`src/sv/mshc_pkg.sv`:
```
// package for the multiply-shift hash collision check unit
// holds table sizing, register indexes, state encoding and controller/datapath structs
// no dependencies
`default_nettype none

package mshc_pkg;

    // hash table sizing
    localparam int TABLE_DEPTH = 4096;
    localparam int IDX_W       = $clog2(TABLE_DEPTH);
    localparam int NEED_W      = $clog2(TABLE_DEPTH + 1);

    // run tag kept with each slot; a slot is used when its tag equals the current run tag
    localparam int            EPOCH_W   = 8;
    localparam logic [EPOCH_W-1:0] EPOCH_FIRST = EPOCH_W'(1);
    localparam logic [EPOCH_W-1:0] EPOCH_LAST  = {EPOCH_W{1'b1}};
    localparam logic [EPOCH_W-1:0] EPOCH_NONE  = '0;

    // slot memory word: tag over value
    localparam int DATA_W = 64;
    localparam int MEM_W  = EPOCH_W + DATA_W;

    // configuration port
    localparam int CFG_IDX_W  = 2;
    localparam int CFG_DATA_W = 64;
    localparam int SHIFT_W    = 6;

    typedef enum logic [CFG_IDX_W-1:0] {
        CFG_HASH_MULT = 2'd0,
        CFG_OCC_MASK  = 2'd1,
        CFG_IDX_SHIFT = 2'd2
    } t_cfg_idx;

    localparam logic [SHIFT_W-1:0] SHIFT_RESET = SHIFT_W'(63);

    // controller states
    typedef enum logic [2:0] {
        S_CLEAR,
        S_IDLE,
        S_MUL,
        S_ADD,
        S_SHIFT,
        S_READ,
        S_CHECK
    } t_state;

    // controller to datapath
    typedef struct packed {
        logic load;
        logic mul_en;
        logic add_en;
        logic shift_en;
        logic rd_en;
        logic check_en;
        logic clr_en;
    } t_dp_cmd;

    // datapath to controller
    typedef struct packed {
        logic last_item;
        logic epoch_wrap;
        logic clr_done;
    } t_dp_sts;

endpackage

`default_nettype wire

```
`src/sv/mshc_ctrl.sv`:
```
// controller state machine for the hash collision check unit
// depends on mshc_pkg; drives the command struct of mshc_datapath
`default_nettype none

module mshc_ctrl (
    input  wire logic             i_clk,
    input  wire logic             i_rst_n,
    input  wire logic             i_start,
    input  wire mshc_pkg::t_dp_sts i_sts,
    output mshc_pkg::t_dp_cmd     o_cmd,
    output logic                  o_busy
);

    import mshc_pkg::*;

    t_state r_state;
    t_state n_state;

    // state register, reset starts with a clearing pass over the slot tags
    always_ff @(posedge i_clk) begin
        if (!i_rst_n) begin
            r_state <= S_CLEAR;
        end else begin
            r_state <= n_state;
        end
    end

    // next state and commands
    always_comb begin
        n_state = r_state;
        o_cmd   = '0;
        unique case (r_state)
            S_CLEAR: begin
                o_cmd.clr_en = 1'b1;
                if (i_sts.clr_done) begin
                    n_state = S_IDLE;
                end
            end
            S_IDLE: begin
                if (i_start) begin
                    o_cmd.load = 1'b1;
                    n_state    = S_MUL;
                end
            end
            S_MUL: begin
                o_cmd.mul_en = 1'b1;
                n_state      = S_ADD;
            end
            S_ADD: begin
                o_cmd.add_en = 1'b1;
                n_state      = S_SHIFT;
            end
            S_SHIFT: begin
                o_cmd.shift_en = 1'b1;
                n_state        = S_READ;
            end
            S_READ: begin
                o_cmd.rd_en = 1'b1;
                n_state     = S_CHECK;
            end
            S_CHECK: begin
                o_cmd.check_en = 1'b1;
                if (i_sts.last_item && i_sts.epoch_wrap) begin
                    n_state = S_CLEAR;
                end else begin
                    n_state = S_IDLE;
                end
            end
            default: begin
                n_state = S_CLEAR;
            end
        endcase
    end

    assign o_busy = (r_state != S_IDLE);

endmodule

`default_nettype wire

```
`config.mk`:
```
export PLATFORM = sky130hd
export DESIGN_NAME = mshc_ctrl
export DESIGN_NICKNAME = d
export VERILOG_FILES = /design/src/sv/mshc_pkg.sv /design/src/sv/mshc_ctrl.sv
export SDC_FILE = /design/constraint.sdc
export NUM_CORES = 1
export LEC_CHECK = 0
export CAP_MARGIN = 20
export CORE_AREA = 2 2 39 41
export DETAILED_ROUTE_END_ITERATION = 10
export DIE_AREA = 0 0 41 43
export DONT_BUFFER_PORTS = 1
export GPL_TIMING_DRIVEN = 1
export PLACE_DENSITY = 0.38
export SETUP_SLACK_MARGIN = 0.1
export SLEW_MARGIN = 15
export SYNTH_ARGS = -nofsm -noshare
export SYNTH_HDL_FRONTEND = slang
export SYNTH_SLANG_ARGS = --single-unit
```
`constraint.sdc`:
```
create_clock -name i_clk -period 1.42 [get_ports i_clk]
set_input_delay 0 -clock i_clk [delete_from_list [all_inputs] [get_ports i_clk]]
set_output_delay 0 -clock i_clk [all_outputs]
set_load 0.01 [all_outputs]
```
==> results of run 1 <==
repair_timing:
item	in CTS	in global routing
hold buffers	3	0
gates resized for setup	0	0
hold endpoints to repair	3	0
per-layer routing:
layer | share of wire (%) | up-vias | global-route usage [%]
li1 | - | 98 | -
met1 | 41 | 85 | 6.41
met2 | 41 | 10 | 5.94
met3 | 17 | 0 | 4.71
met4 | 0 | 0 | 8.00
met5 | 0 | - | 0
metrics by stage:
step | hold WS [ps] | total power [uW] | cells | util [%] | area (um2)
floorplan | 118 | 145 | 26 | - | 211
global route | 32.6 | 318 | 46 | 19.7 | 273
global placement | 121 | 147 | 39 | 15.6 | 216
finish | 20.8 | 299 | 46 | 19.7 | 273
CTS | 17.4 | 307 | 46 | 19.7 | 273
detailed placement | 129 | 149 | 39 | 15.6 | 216
power by group:
part | switching (uW) | internal, uW
combinational | 22.5 | 22.8
clock | 40.6 | 105
sequential | 17.0 | 91.2
synthesized netlist by cell type (all sizes together):
cell type / count
or3: 1
o21a: 2
and3b: 2
nor3b: 3
nand4: 1
buf: 3
and3: 1
nand2: 3
a221oi: 1
nor2: 3
inv: 1
nor3: 1
dfxtp: 3
nor2b: 1
worst paths after layout:
path	from	end	slack [ps]	cells past startpoint
max	r_state[2]	o_cmd[3]	260	1
min	i_sts[1]	r_state[0]	20	3
max reg2reg	r_state[2]	r_state[0]	320	2
min reg2reg	r_state[0]	r_state[0]	660	1
cell type report:
type,count,area [um2]
clock buffer,4,26.3
fill,161,1110
inverter,1,3.75
multi-input combinational,19,133
sequential,3,60.1
tap,16,20.0
timing repair buffer,3,30.0
kinds of logic (layout without fill, tap and decap cells):
| kind of cell | after synthesis | after routing | share of synthesized area (%) |
|---|---|---|---|
| buffers and inverters | 4 | 8 | 8.87 |
| flip-flops | 3 | 3 | 28.4 |
| AND/OR/NAND/NOR | 16 | 16 | 48.5 |
| AO/OA/AOI/OAI | 3 | 3 | 14.2 |
==> results.sh, run 1 <==
export IMPL_ys_warn_count=0
export IMPL_worst_slack_ps=264
export IMPL_cts_buffer_depth=2
export IMPL_grt_pass1_vias=161
export IMPL_num_io_pins=14
export IMPL_drc=0
export IMPL_regMostFlops="r_state"
export IMPL_crit_chain="nor3b_1"
export IMPL_drtIter0Drc=1
export IMPL_dr_pass1_iters=2
export IMPL_grt_usage_pct=6.02
export IMPL_antenna_found_initial=0
export IMPL_required_ps=1420
export IMPL_cts_setup_buffers=0
export IMPL_root_buffer="clkbuf_4"
export IMPL_synth_top_area_cell="dfxtp_1"
export IMPL_finalWeightedCongestion=0.643
export IMPL_tritoncts="built"
export IMPL_setup_tns_ps=0
export IMPL_clock_skew_ps=0.0306
export IMPL_vias=193
export IMPL_critPathMaxStageDelay_ps=520
export IMPL_cpMaxStageDelayCell="dfxtp_1"
export IMPL_maxSlewHeadroom_pct=73.5
export IMPL_largest_reg_flops=3
export IMPL_synth_seq_cells=3
export IMPL_cts_sinks=3
export IMPL_drt_total_wl_um=511
export IMPL_path_clk_slew_ps=30
export IMPL_critPathMaxFanout=11
export IMPL_slew_violations=0
export IMPL_viasPerCell=4.20
export IMPL_final_net_count=37
export IMPL_rsz0062_at_grt="false"
export IMPL_io_buffers=0
export IMPL_die_height_um=43
export IMPL_ant_nets=0
export IMPL_mappedNetlistArea_um2=211
export IMPL_coreArea_um2=1380
export IMPL_dp_slack_ps=317
export IMPL_synth_top_area_share_pct=28.4
export IMPL_path_delay_family="flip-flops"
export IMPL_die_w_um=41
export IMPL_startpoint_type="flip-flop"
export IMPL_leakagePower_uw=0.000117
export IMPL_path_buf_inv=0
export IMPL_final_layout_size_suffix_gt1_share_pct=20.0
export IMPL_grt_max_degree=12
export IMPL_yosys_cell_types_count=15
export IMPL_ys_top_cells_by_area="dfxtp_1 (28%), and3b_1 (8.3%), buf_2 (7.1%)"
export IMPL_syn_mean_instance_area_um2=8.13
export IMPL_arrival_ps=1160
export IMPL_grt_pass1_wl_um=641
export IMPL_synth_nets=32
export IMPL_initial_core_util_pct=15.3
export IMPL_critPathCaptureType="output port"
export IMPL_status="complete, no violations"
export IMPL_diodes=0
export IMPL_fmax_mhz=865
export IMPL_cts_made_buffers=3
export IMPL_drv_cap=0
export IMPL_final_cell_mix="nand2_1 (3), nor2_1 (3), clkbuf_4 (3), dlygate4sd3_1 (3), dfxtp_1 (3)"
export IMPL_crit_type="reg2out"
export IMPL_clk_latency_ps=230
export IMPL_peakVddDrop_mv=0.279
export IMPL_post_route_period_util_pct=81.4
export IMPL_ys_seq_area_share_pct=28.4
export IMPL_worst_pin_slew_ps=397
export IMPL_die_area_um2=1760
export IMPL_hold_viol=0
export IMPL_drt_wirelength_per_cell_um=11.1
export IMPL_setup_viol=0
export IMPL_synthCells=26
export IMPL_synthToLayoutAreaGrowth_pct=29.0
export IMPL_grt_overflow_total=0
export IMPL_cts_htree_levels=1
export IMPL_largest_registers="r_state x3"
export IMPL_min_path_type="in2reg"
export IMPL_rows=14
export IMPL_powerDensity_nw_per_um2=1100
export IMPL_finalCriticalPeriod_ps=1160
export IMPL_hpwl_um=381
Power figures use the tool's default switching activity.
==> run 2, diff against run 1 <==
==> constraint.sdc (replaced) <==
create_clock -name i_clk -period 1.2 [get_ports i_clk]
set_input_delay 0 -clock i_clk [delete_from_list [all_inputs] [get_ports i_clk]]
set_output_delay 0 -clock i_clk [all_outputs]
set_load 0.01 [all_outputs]
==> run 2 against run 1 <==
Compared with the run above: global-route usage up 1.3 points; hold slack got worse by 10 ps; non-clock buffer count grew 5; design area is 24% higher; clock power grew 23%; cell count grew 11%; power grew 31%; critical path type unchanged; sequential power increased by 19%.
==> results.sh, run 2 (synthesis results as in run 1) <==
export IMPL_status="complete, no violations"
export IMPL_tritoncts="built"
export IMPL_setup_viol=0
export IMPL_worst_pin_slew_ps=230
export IMPL_cts_setup_buffers=0
export IMPL_crit_type="reg2out"
export IMPL_layout_commonest_cell="buf_4"
export IMPL_cts_buffer_depth=2
export IMPL_clk_latency_ps=240
export IMPL_hpwl_um=383
export IMPL_hold_viol=0
export IMPL_drtIter0Drc=4
export IMPL_critPathMaxFanout=6
export IMPL_largest_registers="r_state x3"
export IMPL_drt_total_wl_um=526
export IMPL_viasPerCell=4.08
export IMPL_die_w_um=41
export IMPL_grt_usage_pct=7.32
export IMPL_diodes=0
export IMPL_root_buffer="clkbuf_4"
export IMPL_setup_tns_ps=0
export IMPL_io_buffers=0
export IMPL_powerDensity_nw_per_um2=1160
export IMPL_dp_slack_ps=151
export IMPL_die_area_um2=1760
export IMPL_finalWeightedCongestion=0.667
export IMPL_synthToLayoutAreaGrowth_pct=59.8
export IMPL_grt_max_degree=11
export IMPL_peakVddDrop_mv=0.468
export IMPL_placed_area_um2=254
export IMPL_grt_overflow_total=0
export IMPL_drc=0
export IMPL_finalInstanceArea_um2=338
export IMPL_final_layout_size_suffix_gt1_share_pct=51.4
export IMPL_antenna_found_initial=0
export IMPL_grt_pass1_vias=197
export IMPL_coreArea_um2=1380
export IMPL_clock_skew_ps=6.18
export IMPL_cts_made_buffers=3
export IMPL_initial_core_util_pct=15.3
export IMPL_finalCriticalPeriod_ps=1060
export IMPL_cts_sinks=3
export IMPL_arrival_ps=1060
export IMPL_drv_cap=0
export IMPL_largest_reg_flops=3
export IMPL_layout_cells_non_filler=51
export IMPL_cts_htree_levels=1
export IMPL_wl_met1_um=230
export IMPL_dr_pass1_iters=2
export IMPL_min_path_type="in2reg"
export IMPL_path_clk_slew_ps=30
export IMPL_die_height_um=43
export IMPL_rows=14
export IMPL_worst_slack_ps=145
export IMPL_ant_nets=0
export IMPL_topRoutingLayerUsed="met3"
export IMPL_nFillCells=153
export IMPL_wl_met3_um=63
export IMPL_post_route_period_util_pct=87.9
export IMPL_required_ps=1200
export IMPL_whs_ps=10.5
export IMPL_final_net_count=42
export IMPL_place_inst=44
export IMPL_regMostFlops="r_state"
export IMPL_final_cell_mix="buf_4 (5), nand2_1 (3), clkbuf_4 (3), dlygate4sd3_1 (3)"
export IMPL_met2RoutedLength_um=232
export IMPL_vias=208
export IMPL_critPathCaptureType="output port"
export IMPL_startpoint_type="flip-flop"
export IMPL_slew_violations=0
export IMPL_drt_wirelength_per_cell_um=10.3
export IMPL_grt_pass1_wl_um=807
export IMPL_fmax_mhz=948
export IMPL_leakagePower_uw=0.000149
export IMPL_maxSlewHeadroom_pct=84.6
export IMPL_rsz0062_at_grt="true"
export IMPL_num_io_pins=14
==> run 2: where the power goes <==
group / switching, uW / internal, uW
Sequential: 20.6 / 109
Clock: 55.7 / 125
Combinational: 33.8 / 47.8
==> run 2: path summary, 6_finish.rpt <==
check | startpoint | end | slack [ps] | cells after the start
worst max-delay path | r_state[2] | o_cmd[6] | 140 | 3
worst min-delay path | i_sts[1] | r_state[0] | 10 | 3
worst max register to register | r_state[1] | r_state[0] | 170 | 2
worst min register to register | r_state[0] | r_state[0] | 570 | 1
==> run 2: worst max-delay path, stage by stage (launching register included) <==
cell and delay, ps:
dfxtp_2 340, buf_4 170, nor2_2 120, and3_4 200
==> run 2: cell type report <==
type / instances / area, um2 / share of cell area, %
multi-input cells: 19 / 154 / 45.6
repair buffers: 8 / 67.6 / 20.0
flip-flops and latches: 3 / 66.3 / 19.6
clock buffers: 4 / 26.3 / 7.78
well taps: 16 / 20.0 / 5.93
inverters: 1 / 3.75 / 1.11
==> run 2: per-stage QoR <==
stage | total power (uW) | utilization (%)
after floorplan | 172 | -
after global placement | 191 | 18.4
after detailed placement | 193 | 18.4
after CTS | 392 | 23.3
after global routing | 415 | 24.4
final | 391 | 24.4
==> run 2: repair_timing <==
item                       in CTS  in global routing
gates resized for setup         4                  5
pin swaps                       0                  1
hold endpoints to repair        3                  0
setup endpoints to repair       5                  3
hold buffers                    3                  0
==> run 2: routing by layer <==
layer / global-route usage, % / vias up
li1: - / 108
met1: 8.65 / 90
met2: 8.75 / 10
met3: 4.71 / 0
met4: 6.00 / 0
met5: 0 / -
==> run 3, diff against run 2 <==
--- a/config.mk
+++ b/config.mk
@@ -6,12 +6,14 @@
 export NUM_CORES = 1
 export LEC_CHECK = 0
 export CAP_MARGIN = 20
+export CELL_PAD_IN_SITES_DETAIL_PLACEMENT = 0
+export CELL_PAD_IN_SITES_GLOBAL_PLACEMENT = 1
 export CORE_AREA = 2 2 39 41
 export DETAILED_ROUTE_END_ITERATION = 10
 export DIE_AREA = 0 0 41 43
 export DONT_BUFFER_PORTS = 1
 export GPL_TIMING_DRIVEN = 1
-export PLACE_DENSITY = 0.38
+export PLACE_DENSITY = 0.47
 export SETUP_SLACK_MARGIN = 0.1
 export SLEW_MARGIN = 15
 export SYNTH_ARGS = -nofsm -noshare
==> constraint.sdc (replaced) <==
create_clock -name i_clk -period 1.2 [get_ports i_clk]
set_input_delay 0.24 -clock i_clk [delete_from_list [all_inputs] [get_ports i_clk]]
set_output_delay 0.24 -clock i_clk [all_outputs]
set_load 0.01 [all_outputs]
==> run 3 against run 2 <==
Compared with the run above: combinational power fell by 12%; first-iteration DRC count fell by 50%; count of clock-buffer cells in the layout did not move; power fell by 2.4%; via count rose by 0.48%; largest power group unchanged; sequential share of layout area rose by 2.3 points; highest routed layer unchanged; non-clock buffer count fell by 4; sequential power barely moved; design area fell by 3.7%; critical path depth fell by 1; register-to-register slack got worse by 140 ps; die area did not move.
==> results.sh, run 3 (synthesis results as in run 1) <==
export IMPL_leakagePower_uw=0.000131
export IMPL_grt_usage_pct=8.52
export IMPL_hold_buffers=0
export IMPL_worst_slack_ps=3.51
export IMPL_drt_wirelength_per_cell_um=12.1
export IMPL_clk_latency_ps=240
export IMPL_slew_violations=0
export IMPL_drc=0
export IMPL_drv_cap=0
export IMPL_arrival_ps=960
export IMPL_coreArea_um2=1380
export IMPL_whs_ps=125
export IMPL_ant_nets=0
export IMPL_grt_pass1_wl_um=883
export IMPL_dp_slack_ps=76.1
export IMPL_grt_pass1_vias=198
export IMPL_hold_viol=0
export IMPL_die_area_um2=1760
export IMPL_crit_type="reg2out"
export IMPL_viasPerCell=4.45
export IMPL_hpwl_um=365
export IMPL_antenna_found_initial=0
export IMPL_tritoncts="built"
export IMPL_dr_pass1_iters=4
export IMPL_rsz0062_at_grt="true"
export IMPL_drt_total_wl_um=571
export IMPL_largest_registers="r_state x3"
export IMPL_cts_htree_levels=1
export IMPL_worst_pin_slew_ps=231
export IMPL_cts_buffer_depth=2
export IMPL_cts_sinks=3
export IMPL_die_w_um=41
export IMPL_cts_made_buffers=3
export IMPL_final_layout_size_suffix_gt1_share_pct=64.5
export IMPL_rows=14
export IMPL_critPathMaxFanout=6
export IMPL_maxSlewHeadroom_pct=84.6
export IMPL_path_clk_slew_ps=30
export IMPL_critPathCaptureType="output port"
export IMPL_status="complete, no violations"
export IMPL_peakVddDrop_mv=0.550
export IMPL_setup_tns_ps=0
export IMPL_regMostFlops="r_state"
export IMPL_drtIter0Drc=2
export IMPL_io_buffers=0
export IMPL_num_io_pins=14
export IMPL_grt_overflow_total=0
export IMPL_root_buffer="clkbuf_4"
export IMPL_largest_reg_flops=3
export IMPL_vias=209
export IMPL_initial_core_util_pct=15.3
export IMPL_final_net_count=38
export IMPL_post_route_period_util_pct=99.7
export IMPL_grt_max_degree=12
export IMPL_die_height_um=43
export IMPL_final_cell_mix="clkbuf_4 (3), buf_4 (3), dfxtp_4 (3)"
export IMPL_finalWeightedCongestion=0.668
export IMPL_clock_skew_ps=3.75
export IMPL_finalCriticalPeriod_ps=1200
export IMPL_startpoint_type="flip-flop"
export IMPL_powerDensity_nw_per_um2=1170
export IMPL_fmax_mhz=836
export IMPL_required_ps=960
export IMPL_synthToLayoutAreaGrowth_pct=53.8
export IMPL_diodes=0
export IMPL_min_path_type="in2reg"
export IMPL_setup_viol=0
[run 3: changes by cell type in the layout (fill, tap and decap cells not counted)]
cell / previous run / this run
nor2_4: 0 / 1
dlygate4sd3_1: 3 / 0
dfxtp_4: 1 / 3
buf_6: 0 / 1
dfxtp_2: 2 / 0
nand2_1: 3 / 2
nand2_2: 0 / 1
buf_4: 5 / 3
and3b_1: 2 / 0
and3b_2: 0 / 2
nor3b_4: 0 / 1
nor3b_2: 2 / 1
nor2_2: 2 / 1
[run 3: worst max-delay path, stage by stage (launching register included)]
cell,delay [ps]
dfxtp_4,350
buf_6,130
nor3b_4,240
[run 3: cell type report]
class / count / area, um2
clock buffer: 4 / 26.3
inverter: 1 / 3.75
multi-input combinational: 19 / 170
tap: 16 / 20.0
timing repair buffer: 4 / 33.8
fill: 157 / 1060
sequential: 3 / 71.3
[run 3: where the power goes]
group          internal (uW)  switching (uW)
registers                107            23.9
clock network            125            54.8
logic                   38.8            32.7
[run 3: through the flow]
step / total power [uW] / instances / instance area [um2] / utilization [%]
after global placement: 176 / 40 / 224 / 16.2
after floorplan: 172 / 26 / 211 / -
final: 382 / 47 / 325 / 23.5
after global routing: 416 / 47 / 325 / 23.5
after CTS: 383 / 46 / 305 / 22.1
after detailed placement: 177 / 40 / 224 / 16.2
[run 3: timing repair]
item	in CTS	in global routing
pin swaps	0	3
endpoints found under the setup margin	9	9
buffers inserted	2	1
resized for setup	14	4
[run 3: final timing paths]
path / start / to / slack (ps) / cells past startpoint
setup / recovery: r_state[2] / o_cmd[5] / 4 / 2
hold / removal: i_rst_n / r_state[1] / 130 / 1
setup reg to reg: r_state[2] / r_state[0] / 30 / 3
hold reg to reg: r_state[0] / r_state[0] / 640 / 2
[run 3: layer usage]
layer	GRT usage [%]	wire length (um)	vias up	share of wire, %
li1	-	-	101	-
met1	8.31	226	95	40
met2	10.0	252	13	44
met3	9.42	92	0	16
met4	6.00	0	0	0
met5	0	0	-	0
